## config.mk

```make
export PLATFORM = sky130hd
export DESIGN_NAME = gregorian_date_day_difference_flat
export DESIGN_NICKNAME = d
export VERILOG_FILES = /design/src/rtl/core/gdd_pkg.sv /design/src/rtl/core/gdd_if.sv /design/src/rtl/core/gdd_datapath.sv /design/src/rtl/core/gdd_ctrl.sv /design/src/rtl/core/gregorian_date_day_difference.sv /design/src/flat_wrapper.sv
export SDC_FILE = /design/constraint.sdc
export NUM_CORES = 1
export LEC_CHECK = 0
export ABC_AREA = 1
export BUFFER_PORTS_ARGS = -buffer_cell sky130_fd_sc_hd__buf_2
export CAP_MARGIN = 20
export CORE_AREA = 3 3 172 140
export CTS_CLUSTER_DIAMETER = 30
export DETAILED_ROUTE_END_ITERATION = 10
export DIE_AREA = 0 0 175 143
export GPL_TIMING_DRIVEN = 0
export PLACE_DENSITY = 0.6
export SKIP_LAST_GASP = 1
export SYNTH_ARGS = -nofsm -noshare
export SYNTH_HDL_FRONTEND = slang
export SYNTH_SLANG_ARGS = --single-unit
```

## constraint.sdc

```tcl
create_clock -name i_clk -period 6.1 [get_ports i_clk]
set_input_delay 0 -clock i_clk [delete_from_list [all_inputs] [get_ports i_clk]]
set_output_delay 0 -clock i_clk [all_outputs]
set_load 0.03 [all_outputs]
```

## src/rtl/core/gdd_pkg.sv

```systemverilog
// shared types, constants and the month length decoder for the date difference block
`timescale 1ns / 1ps

package gdd_pkg;

    localparam int DAY_W   = 5;
    localparam int MONTH_W = 4;
    localparam int YEAR_W  = 14;
    localparam int COUNT_W = 22;

    // running year holds one more bit: stepping may move one year past the input range
    localparam int CUR_YEAR_W = YEAR_W + 1;
    localparam int PREP_W     = 1;

    // floor(y / 25) = (y * 20972) >> 19, exact for every 14-bit year
    localparam int          RECIP25_SHIFT = 19;
    localparam logic [14:0] RECIP25       = 15'd20972;
    localparam int          Q25_W         = 10;

    localparam int YEAR_MAX_DEF = 9999;

    localparam logic [COUNT_W-1:0] COUNT_LIMIT = '1;

    localparam logic [MONTH_W-1:0] MONTH_JAN = 4'd1;
    localparam logic [MONTH_W-1:0] MONTH_FEB = 4'd2;
    localparam logic [MONTH_W-1:0] MONTH_DEC = 4'd12;
    localparam logic [4:0]         MOD25     = 5'd25;
    localparam logic [4:0]         MOD25_TOP = 5'd24;

    typedef enum logic [2:0] {
        S_IDLE,
        S_PREP,
        S_CHECK,
        S_RUN,
        S_DONE
    } t_state;

    typedef struct packed {
        logic load;
        logic prep;
        logic check;
        logic step;
        logic finish;
    } t_dp_cmd;

    typedef struct packed {
        logic prep_last;
        logic invalid;
        logic running;
    } t_dp_sts;

    function automatic logic [DAY_W-1:0] month_len(input logic [MONTH_W-1:0] m,
                                                   input logic leap);
        logic [DAY_W-1:0] len;
        unique case (m) inside
            4'd1, 4'd3, 4'd5, 4'd7, 4'd8, 4'd10, 4'd12: len = 5'd31;
            4'd4, 4'd6, 4'd9, 4'd11:                    len = 5'd30;
            MONTH_FEB:                                  len = leap ? 5'd29 : 5'd28;
            default:                                    len = 5'd0;
        endcase
        return len;
    endfunction

endpackage

```

## src/rtl/core/gdd_if.sv

```systemverilog
// valid/ready channel interfaces for date input and day count output
`timescale 1ns / 1ps

interface gdd_in_if;
    logic                          valid;
    logic                          ready;
    logic [gdd_pkg::DAY_W-1:0]     start_day;
    logic [gdd_pkg::MONTH_W-1:0]   start_month;
    logic [gdd_pkg::YEAR_W-1:0]    start_year;
    logic [gdd_pkg::DAY_W-1:0]     end_day;
    logic [gdd_pkg::MONTH_W-1:0]   end_month;
    logic [gdd_pkg::YEAR_W-1:0]    end_year;
    logic                          include_end;

    modport source (
        output valid, start_day, start_month, start_year,
        output end_day, end_month, end_year, include_end,
        input  ready
    );
    modport sink (
        input  valid, start_day, start_month, start_year,
        input  end_day, end_month, end_year, include_end,
        output ready
    );
endinterface

interface gdd_out_if;
    logic                          valid;
    logic                          ready;
    logic [gdd_pkg::COUNT_W-1:0]   day_count;
    logic                          invalid_start;

    modport source (output valid, day_count, invalid_start, input ready);
    modport sink   (input valid, day_count, invalid_start, output ready);
endinterface

```

## src/rtl/core/gdd_datapath.sv

```systemverilog
// date registers, leap logic, mod 25 unit, day stepper and result register
`timescale 1ns / 1ps

module gdd_datapath #(
    parameter int YEAR_MAX = gdd_pkg::YEAR_MAX_DEF
) (
    input  logic                              i_clk,
    input  gdd_pkg::t_dp_cmd                  i_cmd,
    input  logic [gdd_pkg::DAY_W-1:0]         i_start_day,
    input  logic [gdd_pkg::MONTH_W-1:0]       i_start_month,
    input  logic [gdd_pkg::YEAR_W-1:0]        i_start_year,
    input  logic [gdd_pkg::DAY_W-1:0]         i_end_day,
    input  logic [gdd_pkg::MONTH_W-1:0]       i_end_month,
    input  logic [gdd_pkg::YEAR_W-1:0]        i_end_year,
    input  logic                              i_include_end,
    output gdd_pkg::t_dp_sts                  o_sts,
    output logic [gdd_pkg::COUNT_W-1:0]       o_day_count,
    output logic                              o_invalid_start
);

    localparam logic [16:0] YearMaxW   = 17'(YEAR_MAX);
    localparam logic [16:0] YearClampW = 17'(YEAR_MAX + 1);

    logic [gdd_pkg::DAY_W-1:0]      r_day, n_day;
    logic [gdd_pkg::MONTH_W-1:0]    r_mon, n_mon;
    logic [gdd_pkg::CUR_YEAR_W-1:0] r_year, n_year;
    logic [4:0]                     r_m25, n_m25;
    logic [gdd_pkg::Q25_W-1:0]      r_q25;
    logic [gdd_pkg::PREP_W-1:0]     r_prep;
    logic [gdd_pkg::DAY_W-1:0]      r_end_day;
    logic [gdd_pkg::MONTH_W-1:0]    r_end_mon;
    logic [gdd_pkg::CUR_YEAR_W-1:0] r_end_year;
    logic                           r_inc;
    logic                           r_bad;
    logic [gdd_pkg::COUNT_W-1:0]    r_count;
    logic [gdd_pkg::COUNT_W-1:0]    r_out_count;
    logic                           r_out_invalid;

    logic [28:0]                    w_prod;
    logic [gdd_pkg::Q25_W-1:0]      w_q25;
    logic [gdd_pkg::CUR_YEAR_W-1:0] w_q25x25;
    logic [gdd_pkg::CUR_YEAR_W-1:0] w_rem;
    logic [4:0]                     w_m25_calc;
    logic                           w_leap;
    logic                           w_cent;
    logic [gdd_pkg::DAY_W-1:0]      w_len;
    logic                           w_before;
    logic                           w_bad;

    // remainder by 25: reciprocal multiply for the quotient, registered, then subtract
    assign w_prod     = 29'(r_year[gdd_pkg::YEAR_W-1:0]) * 29'(gdd_pkg::RECIP25);
    assign w_q25      = w_prod[gdd_pkg::RECIP25_SHIFT +: gdd_pkg::Q25_W];
    assign w_q25x25   = gdd_pkg::CUR_YEAR_W'(r_q25) * gdd_pkg::CUR_YEAR_W'(gdd_pkg::MOD25);
    assign w_rem      = r_year - w_q25x25;
    assign w_m25_calc = w_rem[4:0];

    // divisible by 100 = by 4 and by 25; by 400 = by 16 and by 25
    assign w_cent = (r_year[1:0] == 2'b00) && (r_m25 == 5'd0);
    assign w_leap = ((r_year[1:0] == 2'b00) && !w_cent) ||
                    ((r_year[3:0] == 4'b0000) && (r_m25 == 5'd0));
    assign w_len  = gdd_pkg::month_len(r_mon, w_leap);

    assign w_before = {r_year, r_mon, r_day} < {r_end_year, r_end_mon, r_end_day};

    assign w_bad = (r_mon < gdd_pkg::MONTH_JAN) || (r_mon > gdd_pkg::MONTH_DEC) ||
                   ({2'b00, r_year} > YearMaxW) || (r_day > w_len);

    // next calendar date; day zero moves to the first of the month
    always_comb begin
        n_day  = r_day;
        n_mon  = r_mon;
        n_year = r_year;
        n_m25  = r_m25;
        if (r_day == '0) begin
            n_day = 5'd1;
        end else if (r_day >= w_len) begin
            n_day = 5'd1;
            if (r_mon == gdd_pkg::MONTH_DEC) begin
                n_mon  = gdd_pkg::MONTH_JAN;
                n_year = r_year + 1'b1;
                n_m25  = (r_m25 == gdd_pkg::MOD25_TOP) ? 5'd0 : r_m25 + 1'b1;
            end else begin
                n_mon = r_mon + 1'b1;
            end
        end else begin
            n_day = r_day + 1'b1;
        end
    end

    always_ff @(posedge i_clk) begin
        if (i_cmd.load) begin
            r_day   <= i_start_day;
            r_mon   <= i_start_month;
            r_year  <= {1'b0, i_start_year};
            r_prep  <= gdd_pkg::PREP_W'(1);
            r_inc   <= i_include_end;
            r_count <= '0;
            // an end year past YEAR_MAX acts as new year's day of year YEAR_MAX + 1
            if ({3'b000, i_end_year} > YearMaxW) begin
                r_end_year <= YearClampW[gdd_pkg::CUR_YEAR_W-1:0];
                r_end_mon  <= gdd_pkg::MONTH_JAN;
                r_end_day  <= 5'd1;
            end else begin
                r_end_year <= {1'b0, i_end_year};
                r_end_mon  <= i_end_month;
                r_end_day  <= i_end_day;
            end
        end
        if (i_cmd.prep) begin
            // the quotient is registered first, then the remainder is taken from the registered quotient
            r_q25  <= w_q25;
            r_m25  <= w_m25_calc;
            r_prep <= r_prep - 1'b1;
        end
        if (i_cmd.check) begin
            r_bad <= w_bad;
        end
        if (i_cmd.step) begin
            r_day   <= n_day;
            r_mon   <= n_mon;
            r_year  <= n_year;
            r_m25   <= n_m25;
            r_count <= r_count + 1'b1;
        end
        if (i_cmd.finish) begin
            r_out_invalid <= r_bad;
            if (r_bad) begin
                r_out_count <= '0;
            end else if (r_count == gdd_pkg::COUNT_LIMIT) begin
                r_out_count <= gdd_pkg::COUNT_LIMIT;
            end else begin
                r_out_count <= r_count + gdd_pkg::COUNT_W'(r_inc);
            end
        end
    end

    assign o_sts.prep_last = (r_prep == '0);
    assign o_sts.invalid   = w_bad;
    assign o_sts.running   = w_before && (r_count != gdd_pkg::COUNT_LIMIT);

    assign o_day_count     = r_out_count;
    assign o_invalid_start = r_out_invalid;

endmodule

```

## src/rtl/core/gdd_ctrl.sv

```systemverilog
// sequencing state machine and output valid register
`timescale 1ns / 1ps

module gdd_ctrl (
    input  logic              i_clk,
    input  logic              i_rst_n,
    input  logic              i_in_valid,
    input  logic              i_out_ready,
    input  gdd_pkg::t_dp_sts  i_sts,
    output logic              o_in_ready,
    output logic              o_out_valid,
    output gdd_pkg::t_dp_cmd  o_cmd,
    output gdd_pkg::t_state   o_state
);

    gdd_pkg::t_state r_state, n_state;
    logic            r_out_valid, n_out_valid;

    always_ff @(posedge i_clk) begin
        if (!i_rst_n) begin
            r_state     <= gdd_pkg::S_IDLE;
            r_out_valid <= 1'b0;
        end else begin
            r_state     <= n_state;
            r_out_valid <= n_out_valid;
        end
    end

    always_comb begin
        n_state     = r_state;
        o_cmd       = '0;
        o_in_ready  = 1'b0;
        n_out_valid = r_out_valid && !i_out_ready;
        unique case (r_state)
            gdd_pkg::S_IDLE: begin
                o_in_ready = 1'b1;
                if (i_in_valid) begin
                    o_cmd.load = 1'b1;
                    n_state    = gdd_pkg::S_PREP;
                end
            end
            gdd_pkg::S_PREP: begin
                o_cmd.prep = 1'b1;
                if (i_sts.prep_last) begin
                    n_state = gdd_pkg::S_CHECK;
                end
            end
            gdd_pkg::S_CHECK: begin
                o_cmd.check = 1'b1;
                n_state     = i_sts.invalid ? gdd_pkg::S_DONE : gdd_pkg::S_RUN;
            end
            gdd_pkg::S_RUN: begin
                if (i_sts.running) begin
                    o_cmd.step = 1'b1;
                end else begin
                    n_state = gdd_pkg::S_DONE;
                end
            end
            gdd_pkg::S_DONE: begin
                // result register free or being emptied this cycle
                if (!r_out_valid || i_out_ready) begin
                    o_cmd.finish = 1'b1;
                    n_out_valid  = 1'b1;
                    n_state      = gdd_pkg::S_IDLE;
                end
            end
            default: begin
                n_state = gdd_pkg::S_IDLE;
            end
        endcase
    end

    assign o_out_valid = r_out_valid;
    assign o_state     = r_state;

endmodule

```

## src/rtl/core/gregorian_date_day_difference.sv

```systemverilog
// top level: day count between two gregorian dates by single-day stepping
`timescale 1ns / 1ps

// channel | dir | fields                                            | transaction
// i_in    | in  | start_day/month/year, end_day/month/year, incl.   | one date pair
// o_out   | out | day_count, invalid_start                          | one result
//
// a transaction passes from acceptance through prep (the year remainder by 25 behind the
// leap test), check, run (stepping until the end date or the count limit) and done
// (the write); an unusable start skips the stepper
// reset is synchronous active low and returns the controller to idle, result empty
// input is taken only in idle and reopens the cycle after the write; a result stalled in
// the output register holds only the final write of the next transaction

module gregorian_date_day_difference #(
    parameter int YEAR_MAX = gdd_pkg::YEAR_MAX_DEF
) (
    input  logic             i_clk,
    input  logic             i_rst_n,
    gdd_in_if.sink           i_in,
    gdd_out_if.source        o_out
);

    gdd_pkg::t_dp_cmd w_cmd;
    gdd_pkg::t_dp_sts w_sts;
    gdd_pkg::t_state  w_state;

    gdd_ctrl u_ctrl (
        .i_clk       (i_clk),
        .i_rst_n     (i_rst_n),
        .i_in_valid  (i_in.valid),
        .i_out_ready (o_out.ready),
        .i_sts       (w_sts),
        .o_in_ready  (i_in.ready),
        .o_out_valid (o_out.valid),
        .o_cmd       (w_cmd),
        .o_state     (w_state)
    );

    gdd_datapath #(
        .YEAR_MAX (YEAR_MAX)
    ) u_datapath (
        .i_clk           (i_clk),
        .i_cmd           (w_cmd),
        .i_start_day     (i_in.start_day),
        .i_start_month   (i_in.start_month),
        .i_start_year    (i_in.start_year),
        .i_end_day       (i_in.end_day),
        .i_end_month     (i_in.end_month),
        .i_end_year      (i_in.end_year),
        .i_include_end   (i_in.include_end),
        .o_sts           (w_sts),
        .o_day_count     (o_out.day_count),
        .o_invalid_start (o_out.invalid_start)
    );

    // a new transaction closes the input until its result is written
    a_busy_after_accept: assert property (@(posedge i_clk) disable iff (!i_rst_n)
        (i_in.valid && i_in.ready) |=> !i_in.ready)
        else $error("input accepted again while busy");

    // rejected start dates never carry a count
    a_invalid_zero: assert property (@(posedge i_clk) disable iff (!i_rst_n)
        (o_out.valid && o_out.invalid_start) |-> (o_out.day_count == '0))
        else $error("invalid start with nonzero count");

    // a fresh result appears exactly as the controller returns to idle
    a_result_idle: assert property (@(posedge i_clk) disable iff (!i_rst_n)
        $rose(o_out.valid) |-> (w_state == gdd_pkg::S_IDLE))
        else $error("result written outside completion");

    // the stepper only advances while the start still lies before the end
    a_step_running: assert property (@(posedge i_clk) disable iff (!i_rst_n)
        w_cmd.step |-> (w_state == gdd_pkg::S_RUN) && w_sts.running)
        else $error("date stepped past the end");

endmodule
```

## src/flat_wrapper.sv

```systemverilog
// flat-port wrapper written by rule: the top's interface ports become plain ports
module gregorian_date_day_difference_flat 
#(
    parameter int YEAR_MAX = gdd_pkg::YEAR_MAX_DEF
)
  (i_clk, i_rst_n, i_in_valid, i_in_start_day, i_in_start_month, i_in_start_year, i_in_end_day, i_in_end_month, i_in_end_year, i_in_include_end, i_in_ready, o_out_valid, o_out_day_count, o_out_invalid_start, o_out_ready);
  gdd_in_if i_in_i ();
  gdd_out_if o_out_i ();
  input  logic i_clk;
  input  logic i_rst_n;
  input wire logic [$bits(i_in_i.valid)-1:0] i_in_valid;
  input wire logic [$bits(i_in_i.start_day)-1:0] i_in_start_day;
  input wire logic [$bits(i_in_i.start_month)-1:0] i_in_start_month;
  input wire logic [$bits(i_in_i.start_year)-1:0] i_in_start_year;
  input wire logic [$bits(i_in_i.end_day)-1:0] i_in_end_day;
  input wire logic [$bits(i_in_i.end_month)-1:0] i_in_end_month;
  input wire logic [$bits(i_in_i.end_year)-1:0] i_in_end_year;
  input wire logic [$bits(i_in_i.include_end)-1:0] i_in_include_end;
  output wire logic [$bits(i_in_i.ready)-1:0] i_in_ready;
  output wire logic [$bits(o_out_i.valid)-1:0] o_out_valid;
  output wire logic [$bits(o_out_i.day_count)-1:0] o_out_day_count;
  output wire logic [$bits(o_out_i.invalid_start)-1:0] o_out_invalid_start;
  input wire logic [$bits(o_out_i.ready)-1:0] o_out_ready;
  assign i_in_i.valid = i_in_valid;
  assign i_in_i.start_day = i_in_start_day;
  assign i_in_i.start_month = i_in_start_month;
  assign i_in_i.start_year = i_in_start_year;
  assign i_in_i.end_day = i_in_end_day;
  assign i_in_i.end_month = i_in_end_month;
  assign i_in_i.end_year = i_in_end_year;
  assign i_in_i.include_end = i_in_include_end;
  assign i_in_ready = i_in_i.ready;
  assign o_out_valid = o_out_i.valid;
  assign o_out_day_count = o_out_i.day_count;
  assign o_out_invalid_start = o_out_i.invalid_start;
  assign o_out_i.ready = o_out_ready;
  gregorian_date_day_difference #(.YEAR_MAX(YEAR_MAX)) u_core (.i_clk(i_clk), .i_rst_n(i_rst_n), .i_in(i_in_i), .o_out(o_out_i));
endmodule
```

======== Word level (Yosys, flattened, before mapping) ========
Index checks and enable logic that the tools add are counted.
storage, ports and cells
  register bits after elaboration ......... 115
  input port bits ......................... 51
  word-level logic and storage cells ...... 131
operators by class
  add/sub/neg operators ................... 8
  multiply operators ...................... 2
  magnitude comparators ................... 7
  equality and inequality tests ........... 26
  muxes and demuxes ....................... 44
  reduce and logical (&&, ||, !) cells .... 27
operator list
  operator                  count
  $mux W15                  5
  $mux W22                  3
  $mux W5                   10
  $mul A14 B13 Y27 const B  1
  $lt A24 B24 Y1            1
  $add A22 B1 Y22           1
  $add A22 B1 Y22 const B   1
  $eq A22 B22 Y1 const B    1
  $ne A22 B22 Y1 const B    1
  $eq A4 B4 Y1 const B      5
  $mux W4                   5
  $eq A4 B3 Y1 const B      4
  $add A15 B1 Y15 const B   1
  $gt A15 B14 Y1 const B    1
  $mux W3                   5
  $pmux W3 S5               1
  $pmux W5 S3               1
  $gt A14 B14 Y1 const B    1
  $mux W1                   14
  $ne A2 B2 Y1 const B      7
  $reduce_and A4 Y1         3
  $add A5 B1 Y5 const B     2
  $logic_not A5 Y1          2
  $mul A10 B5 Y5 const B    1
  23 further kinds          37

======== Longest topological paths before layout ========
Gate-level depths: netlist of the first run.
  depth in word-level cells ............... 11
  depth in mapped cells ................... 19
  mapped depth without buffers ............ 19

======== Modules after synthesis ========
Synthesis of the first run repeated with hierarchy kept, for this count alone.
second synthesis, totals
  cell total of the unflattened synthesis .. 1,207
  area, all modules ....................... 10,450.0 um^2
modules (own cells, without submodules)
  module        times used  cells an instance  area each (um^2)
  gdd_datapath  1           1,156              10,163.5
  gdd_ctrl      1           51                 286.5

======== Worst setup path before layout of the first run ========
Ideal clock, no wire load.
  path kind ............................... register to register
  start ................................... register u_core.u_ctrl.r_state[0], in the netlist u_core.u_ctrl.o_state[0]
  end ..................................... register u_core.u_datapath.r_year[0] (netlist name), enable pin
  arrival ................................. 4,274 ps
  data required time ...................... 5,713 ps
  setup slack ............................. 1,439 ps
  cell stages (with the launch flop) ...... 6
  period minus slack after synthesis ...... 4,661 ps
  cells stage by stage .................... dfxtp_1 -> nor3_1 -> inv_1 -> o21ai_0 -> nand2_1 -> nor2_1
between the ends
  word-level cells in the longest chain between the ends .. 4
ends and longest elaborated chain
  what                                                                        line                 text
  start: declaration                                                          gdd_ctrl.sv:16       gdd_pkg::t_state r_state, n_state;
  start signal: assignment                                                    gdd_ctrl.sv:21       r_state <= gdd_pkg::S_IDLE;
  start signal: assignment                                                    gdd_ctrl.sv:24       r_state <= n_state;
  $eq A3 B2 Y1 / $logic_not A3 Y1 (equally long branches)                     gdd_ctrl.sv:34       unique case (r_state)
  $mux W1                                                                     gdd_ctrl.sv:34
  $ne A2 B2 Y1 (no source line) / $reduce_bool A2 Y1 (equally long branches)  -
  $reduce_and A4 Y1 (no source line) *                                        -
  end signal: assignment                                                      gdd_datapath.sv:94   r_year <= {1'b0, i_start_year};
  end signal: assignment                                                      gdd_datapath.sv:121  r_year <= n_year;
  end: declaration                                                            gdd_datapath.sv:26   logic [gdd_pkg::CUR_YEAR_W-1:0] r_year, n_year;
Every way passes the cells marked *; elsewhere a longest branch is shown, timed or not.
A chain may end at the register's enable or synchronous reset.

======== Worst setup path after layout of the first run ========
  start ................................... register u_core.u_datapath.r_year[11] (netlist name)
  end ..................................... register u_core.u_datapath.r_q25[4] (netlist name), data pin
between the ends
  word-level cells in the longest chain between the ends .. 1
ends and longest elaborated chain
  what                                    line                 text
  $mul A14 B13 Y27                        gdd_datapath.sv:51   assign w_prod = 29'(r_year[gdd_pkg::YEAR_W-1:0]) * 29'(gdd_pkg::RECIP25);
  named net u_core.u_datapath.w_prod[23]  gdd_datapath.sv:39   logic [28:0] w_prod;
  end signal: assignment                  gdd_datapath.sv:111  r_q25 <= w_q25;
  end: declaration                        gdd_datapath.sv:28   logic [gdd_pkg::Q25_W-1:0] r_q25;
The timed path passes the listed nets, and every way through them passes these cells.

==> results.ini, run 1 <==
[global_route]
grt_max_degree = 23
grt_use_met1_pct = 27.5
gr-max-usage-layer = met1
antenna_found_initial = 0
grt-ovfl-total = 0
grt_use_met2_pct = 26.6
grt_pass1_vias = 7199
grt_usage_pct = 17.8
grt_pass1_wl_um = 36100
grt_use_met3_pct = 2.63

[die]
rows = 49
coreArea_um2 = 22400
design.die.area_um2 = 25000
die_x_um = 175
initial_core_util_pct = 45.0
die_y_um = 143
pin_count = 76

[detailed_routing]
wl_per_cell_um = 13.7
ant_nets = 0
wl_um = 21500
drc = 0
drtIter0Drc = 524
vias_per_cell = 4.70
firstDrtPassIters = 5
via_count = 7400

[final_layout]
drive_above_1_share_pct = 9.94
final_util_pct = 52.2
fill_cells = 2137
layoutNonFillerInstCount = 1573
seqCellArea_um2 = 3230
area_growth_pct = 16.0
antenna_cells = 0
nets = 1522
multi_input_area_um2 = 5900

[worst_setup_path]
crit_path_max_fanout = 11
critical_path_required_ns = 6.18
critPathKind = reg2reg
crit_path_start_kind = register
cp.arrival_ns = 4.90
cp-end-kind = register

[clocking]
cts_tree = yes
clock_path_buffers = 2
clk-insertion-delay-late_ns = 0.35
htree_levels = 3
cts.sinks = 109
root_buffer = clkbuf_16
cts_buffers = 9
clkTransAtPathRegs_ns = 0.08

[synthesis]
netlist_area_um2 = 10100
synthMuxAreaShare_pct = 0
syn-num-nets = 1383
synth-compound-area-share_pct = 6.06
synth_xor_area_share_pct = 5.98
synth_area_leaders = edfxtp_1 31%, ha_1 18%, fa_1 12%
synth_top_cell_by_area = edfxtp_1
synth.yosys.seq_area_share_pct = 32.0
synthAdderAreaFrac_pct = 30.6
yosys.cell_count.top_type = inv_1
avgSynthCellArea_um2 = 8.99
yosys-top-cells-count = 241 x inv_1, 166 x nand2_1, 146 x ha_1, 105 x edfxtp_1, 103 x nor2_1
synth_cell_types = 40
synth_cells = 1123
ys_async_sr_fraction_pct = 0
synth_top_family_by_area = adder cells
synthSimpleGateAreaFrac_pct = 15.6
synth_warnings = 0
ys_ff_latch = 109
synth_edf_count = 105
synth.top_cell.area_share_pct = 31.2
synthFlopType = edfxtp_1

[sta]
slew_headroom_pct = 29.7
report.final.setup_viol = 0
hold_viol_final = 0
skew_ns = 0.00908
slew_violations = 0
rsz0062_at_grt = false
fin_crit_ns = 4.82
setup_tns_ns = 0
period_share_pct = 79.0
max_freq_mhz = 207
worstMarginPinSlew_ns = 1.05

[placement]
place.gp.congestion = 0.856
dp.cells = 1508
place_hpwl_um = 17500
port_buffers = 75

[outcome]
status = completed

[run]
cap_violations = 0

[worst_hold_path]
hp-class = in2reg

==> flip-flops by register name, summed over array words and instances, names as in the netlist <==
name and flops:
u_core.u_datapath.o_day_count 22, u_core.u_datapath.r_count 22, u_core.u_datapath.r_year 15, u_core.u_datapath.r_end_year 14, u_core.u_datapath.r_day 5, u_core.u_datapath.r_end_day 5
u_core.u_datapath.r_m25 5, u_core.u_datapath.r_q25 5, u_core.u_datapath.r_end_mon 4, u_core.u_datapath.r_mon 4, u_core.u_ctrl.o_state 3, u_core.u_ctrl.o_out_valid 1
u_core.u_datapath.o_invalid_start 1, u_core.u_datapath.r_bad 1, u_core.u_datapath.r_inc 1, u_core.u_datapath.r_prep 1
==> placed cells by master, fill, tap and decap left out, types with 3 or more instances in the layout <==
cell           synthesis  layout
clkbuf_1               4       4
nor4_1                 4       4
dlygate4sd3_1          0      49
nor2_2                 2       3
o21a_1                 3       3
or2_2                  8       8
o21ai_0               42      41
buf_2                  5      80
edfxtp_1             105     105
nand3_1               37      37
inv_1                241     241
xor2_1                49      49
a21oi_1               60      59
nand2_1              166     166
fa_1                  63      63
nand4_1               13      13
o21ai_1                4       4
nor3_1                14      14
clkbuf_16              0       9
ha_1                 146     146
dfxtp_1                4       4
xnor2_1               20      20
nor2_1               103     102
==> critical path: stages (launching register included) <==
cell and delay (ns):
edfxtp_1 0.73, fa_1 0.52, ha_1 0.30, inv_1 0.05, fa_1 0.48, inv_1 0.06, fa_1 0.53, inv_1 0.06
fa_1 0.54, inv_1 0.05, ha_1 0.33, nand2_1 0.11, nor2_1 0.11, inv_1 0.06, nor4_1 0.25, o21ai_0 0.15
nand4_1 0.13, xnor2_1 0.09
==> through the flow <==
step           worst slack [ns]  hold slack, ns  cell area [um2]
6_report                   1.28           0.147            11700
5_1_grt                   0.951           0.153            11700
4_1_cts                    1.24           0.148            11700
3_5_place_dp               1.28           0.239            10900
3_3_place_gp              0.264           0.230            10900
2_1_floorplan              1.44          0.0989            10100
==> metal layers <==
metal  up-vias  share of wire [%]
met5         -                  0
met4         0                1.3
met3        21                4.9
met2       180                 42
met1      3343                 52
li1       3856                  -
==> repair_timing <==
item,CTS,global route
setup buffers,0,0
gates resized for setup,0,0
hold endpoints to repair,50,0
endpoints found under the setup margin,0,0
hold buffers,49,0
==> cells by family (layout without fill, tap and decap cells) <==
| kind of cell | after synthesis | count (layout) |
|---|---|---|
| buffers and inverters | 257 | 401 |
| AO/OA/AOI/OAI | 117 | 117 |
| flip-flops | 109 | 109 |
| AND/OR/NAND/NOR | 362 | 362 |
| adder cells (fa/ha/maj) | 209 | 209 |
| XOR/XNOR | 69 | 69 |
==> area by class of cell <==
| cell class | count | share of cell area [%] |
|---|---|---|
| clock buffers | 9 | 1.92 |
| multi-input cells | 757 | 50.3 |
| clock inverters | 7 | 0.481 |
| repair buffers | 128 | 7.98 |
| inverters | 243 | 7.79 |
| flip-flops and latches | 109 | 27.6 |
| plain buffers | 14 | 0.630 |
| well taps | 306 | 3.27 |
==> worst paths after layout <==
check	from	end	slack [ns]	cells after the start
max	u_core.u_datapath.r_year[11]	u_core.u_datapath.r_q25[4]	1.28	17
min	i_in_valid	u_core.u_datapath.r_prep	0.15	3
max reg2reg	u_core.u_datapath.r_year[11]	u_core.u_datapath.r_q25[4]	1.28	17
min reg2reg	u_core.u_datapath.r_bad	u_core.u_datapath.o_invalid_start	0.46	0
Power of run 1 is not shown: default switching activity piles up to over one toggle a cycle in this logic, so the estimate is an artifact.
==> run 2: changes to the inputs <==
==> constraint.sdc (replaced) <==
create_clock -name i_clk -period 4.96 [get_ports i_clk]
set_input_delay 0 -clock i_clk [delete_from_list [all_inputs] [get_ports i_clk]]
set_output_delay 0 -clock i_clk [all_outputs]
set_load 0.03 [all_outputs]
==> run 2 against run 1 <==
Global-route usage did not move. Cell area rose by 2.6%. Sequential share of layout area fell by 0.69 points. Via count grew 2.3%. Non-clock buffer count grew 40. First-iteration DRC count down 7.1%. Wire length rose by 1.9%. Fmax increased by 3.7%. Worst setup slack got worse by 0.97 ns. Critical path depth increased by 1. Cell count rose by 2.5%. Critical path type unchanged. Register-to-register slack got worse by 0.97 ns.
==> results.ini, run 2 (same netlist as run 1, synthesis figures left out) <==
[outcome]
status = completed

[final_layout]
antenna_cells = 0  ; unchanged
final_common_cell = inv_1
final_util_pct = 53.5  ; +1.3 points
nets = 1562  ; +2.6%
area_growth_pct = 19.0
layout_common_cells = 241 x inv_1, 166 x nand2_1, 146 x ha_1
drive_above_1_share_pct = 12.7  ; +2.8 points
fill_cells = 2090  ; -2.2%

[clocking]
cts.sinks = 109  ; unchanged
cts_buffers = 9  ; unchanged
clkTransAtPathRegs_ns = 0.08  ; about the same
cts_tree = yes
htree_levels = 3  ; unchanged
cts_resized = 0  ; unchanged
clk-insertion-delay-late_ns = 0.35  ; about the same
clock_path_buffers = 2  ; unchanged
root_buffer = clkbuf_16

[detailed_routing]
ant_nets = 0  ; unchanged
wl_um = 21900  ; +1.9%
drc = 0  ; unchanged
vias_per_cell = 4.69  ; -0.23%
drtIter0Drc = 487  ; -7.1%
firstDrtPassIters = 5  ; unchanged
via_count = 7571  ; +2.3%
wl_per_cell_um = 13.6  ; -0.67%

[worst_setup_path]
r2r_start = u_core.u_datapath.r_year[10]
crit_path_max_fanout = 10  ; -1
crit_path_start_kind = register
path_common_cell = inv_1
path_delay_family = adder cells
critPathKind = reg2reg
critPathBufInv = 6  ; +1
cp-end-kind = register
worstPathCellList = buf_4 -> fa_1 -> ha_1 -> inv_1 -> fa_1 -> inv_1 -> fa_1 -> inv_1 -> fa_1 -> inv_1 -> ha_1 -> nand2_1 -> nor2_1 -> inv_1 -> nor4_1 -> o21ai_0 -> nand4_1 -> xnor2_1
critical_path_required_ns = 5.04  ; -1.14 ns
rrSetupSlack_ns = 0.31  ; -0.97 ns
reg2regPathDepth = 18  ; +1
rr_endpoint = u_core.u_datapath.r_q25[4]
max_stage_delay_ns = 0.54  ; -0.19 ns
slowest_stage = fa_1
cp.arrival_ns = 4.73  ; -0.17 ns

[die]
die_x_um = 175  ; unchanged
initial_core_util_pct = 45.0  ; unchanged
design.die.area_um2 = 25000  ; unchanged
pin_count = 76  ; unchanged
rows = 49  ; unchanged
coreArea_um2 = 22400  ; unchanged
die_y_um = 143  ; unchanged

[global_route]
grt_max_degree = 23  ; unchanged
antenna_found_initial = 0  ; unchanged
grt_pass1_wl_um = 36100  ; unchanged
grt_pass1_vias = 7199  ; unchanged
grt_usage_pct = 17.8  ; unchanged
grt-ovfl-total = 0  ; unchanged

[sta]
slew_violations = 0  ; unchanged
fin_crit_ns = 4.65  ; -0.171 ns
skew_ns = 0.00938  ; +0.000294 ns
setup_tns_ns = 0  ; unchanged
slew_headroom_pct = 30.6  ; +0.94 points
max_freq_mhz = 215  ; +3.7%
report.final.setup_viol = 0  ; unchanged
rsz0062_at_grt = false
hold_viol_final = 0  ; unchanged
worstMarginPinSlew_ns = 1.03  ; -0.0139 ns
period_share_pct = 93.7  ; +15 points

[placement]
place_hpwl_um = 17500  ; unchanged
port_buffers = 75  ; unchanged
place.gp.congestion = 0.856  ; unchanged

[run]
cap_violations = 0  ; unchanged

[worst_hold_path]
worstHoldPathCells = 3  ; unchanged
hold_end = u_core.u_datapath.r_prep
hp-class = in2reg
min_from = i_in_valid

==> run 2: cell count changes in the layout (fill, tap and decap cells not counted), sizes merged <==
cell	before	now
buf	89	129
==> run 2: layout make-up <==
type | instances | area (um2) | share of cell area (%)
multi-input combinational | 757 | 5900 | 49.1
sequential | 109 | 3230 | 26.9
timing repair buffer | 168 | 1230 | 10.3
inverter | 243 | 912 | 7.59
tap | 306 | 383 | 3.19
clock buffer | 9 | 225 | 1.87
buffer | 14 | 73.8 | 0.614
clock inverter | 7 | 56.3 | 0.469
==> run 2: worst reg2reg max path, delay by kind of cell (launching register included) <==
kind	cells	cell delay [ns]
AND/OR/NAND/NOR	4	0.61
adder cells (fa/ha/maj)	6	2.70
XOR/XNOR	1	0.09
AO/OA/AOI/OAI	1	0.15
flip-flops	1	0.36
buffers and inverters	6	0.48
==> run 2: layer usage <==
metal / GRT usage [%] / part of all wire (%) / vias up / routed length (um)
met4: 3.78 / 1.3 / 0 / 286
met5: 0 / 0 / - / 0
met3: 2.63 / 4.5 / 21 / 989
met2: 26.6 / 42 / 172 / 9320
met1: 27.5 / 52 / 3447 / 11300
li1: - / - / 3931 / -
==> run 2: worst max path at each step <==
stage	start	to	slack, ns	cells after the start
after floorplan	u_core.u_ctrl.o_state[0]	u_core.u_datapath.r_year[0]	0.30	5
after global placement	u_core.u_ctrl.o_state[2]	u_core.u_datapath.r_year[13]	-0.88	5
after detailed placement	u_core.u_datapath.r_year[11]	u_core.u_datapath.r_q25[4]	0.14	17
after CTS	u_core.u_datapath.r_year[11]	u_core.u_datapath.r_q25[4]	0.10	17
after global routing	u_core.u_datapath.r_year[10]	u_core.u_datapath.r_q25[4]	0.06	18
final	u_core.u_datapath.r_year[10]	u_core.u_datapath.r_q25[4]	0.31	18
==> run 2: what timing repair did <==
action / CTS / global route
hold buffers: 49 / 0
setup buffers: 0 / 40
hold endpoints to repair: 50 / 0
endpoints found under the setup margin: 0 / 2
==> run 2: metrics by stage <==
stage / setup slack [ns] / instances / hold slack (ns) / area, um2
final: 0.311 / 1613 / 0.145 / 12000
after global routing: 0.0602 / 1613 / 0.153 / 12000
after CTS: 0.104 / 1573 / 0.148 / 11700
after detailed placement: 0.143 / 1508 / 0.239 / 10900
after global placement: -0.876 / 1504 / 0.230 / 10900
after floorplan: 0.299 / 1123 / 0.0989 / 10100
Power of run 2 is left out for the same reason.
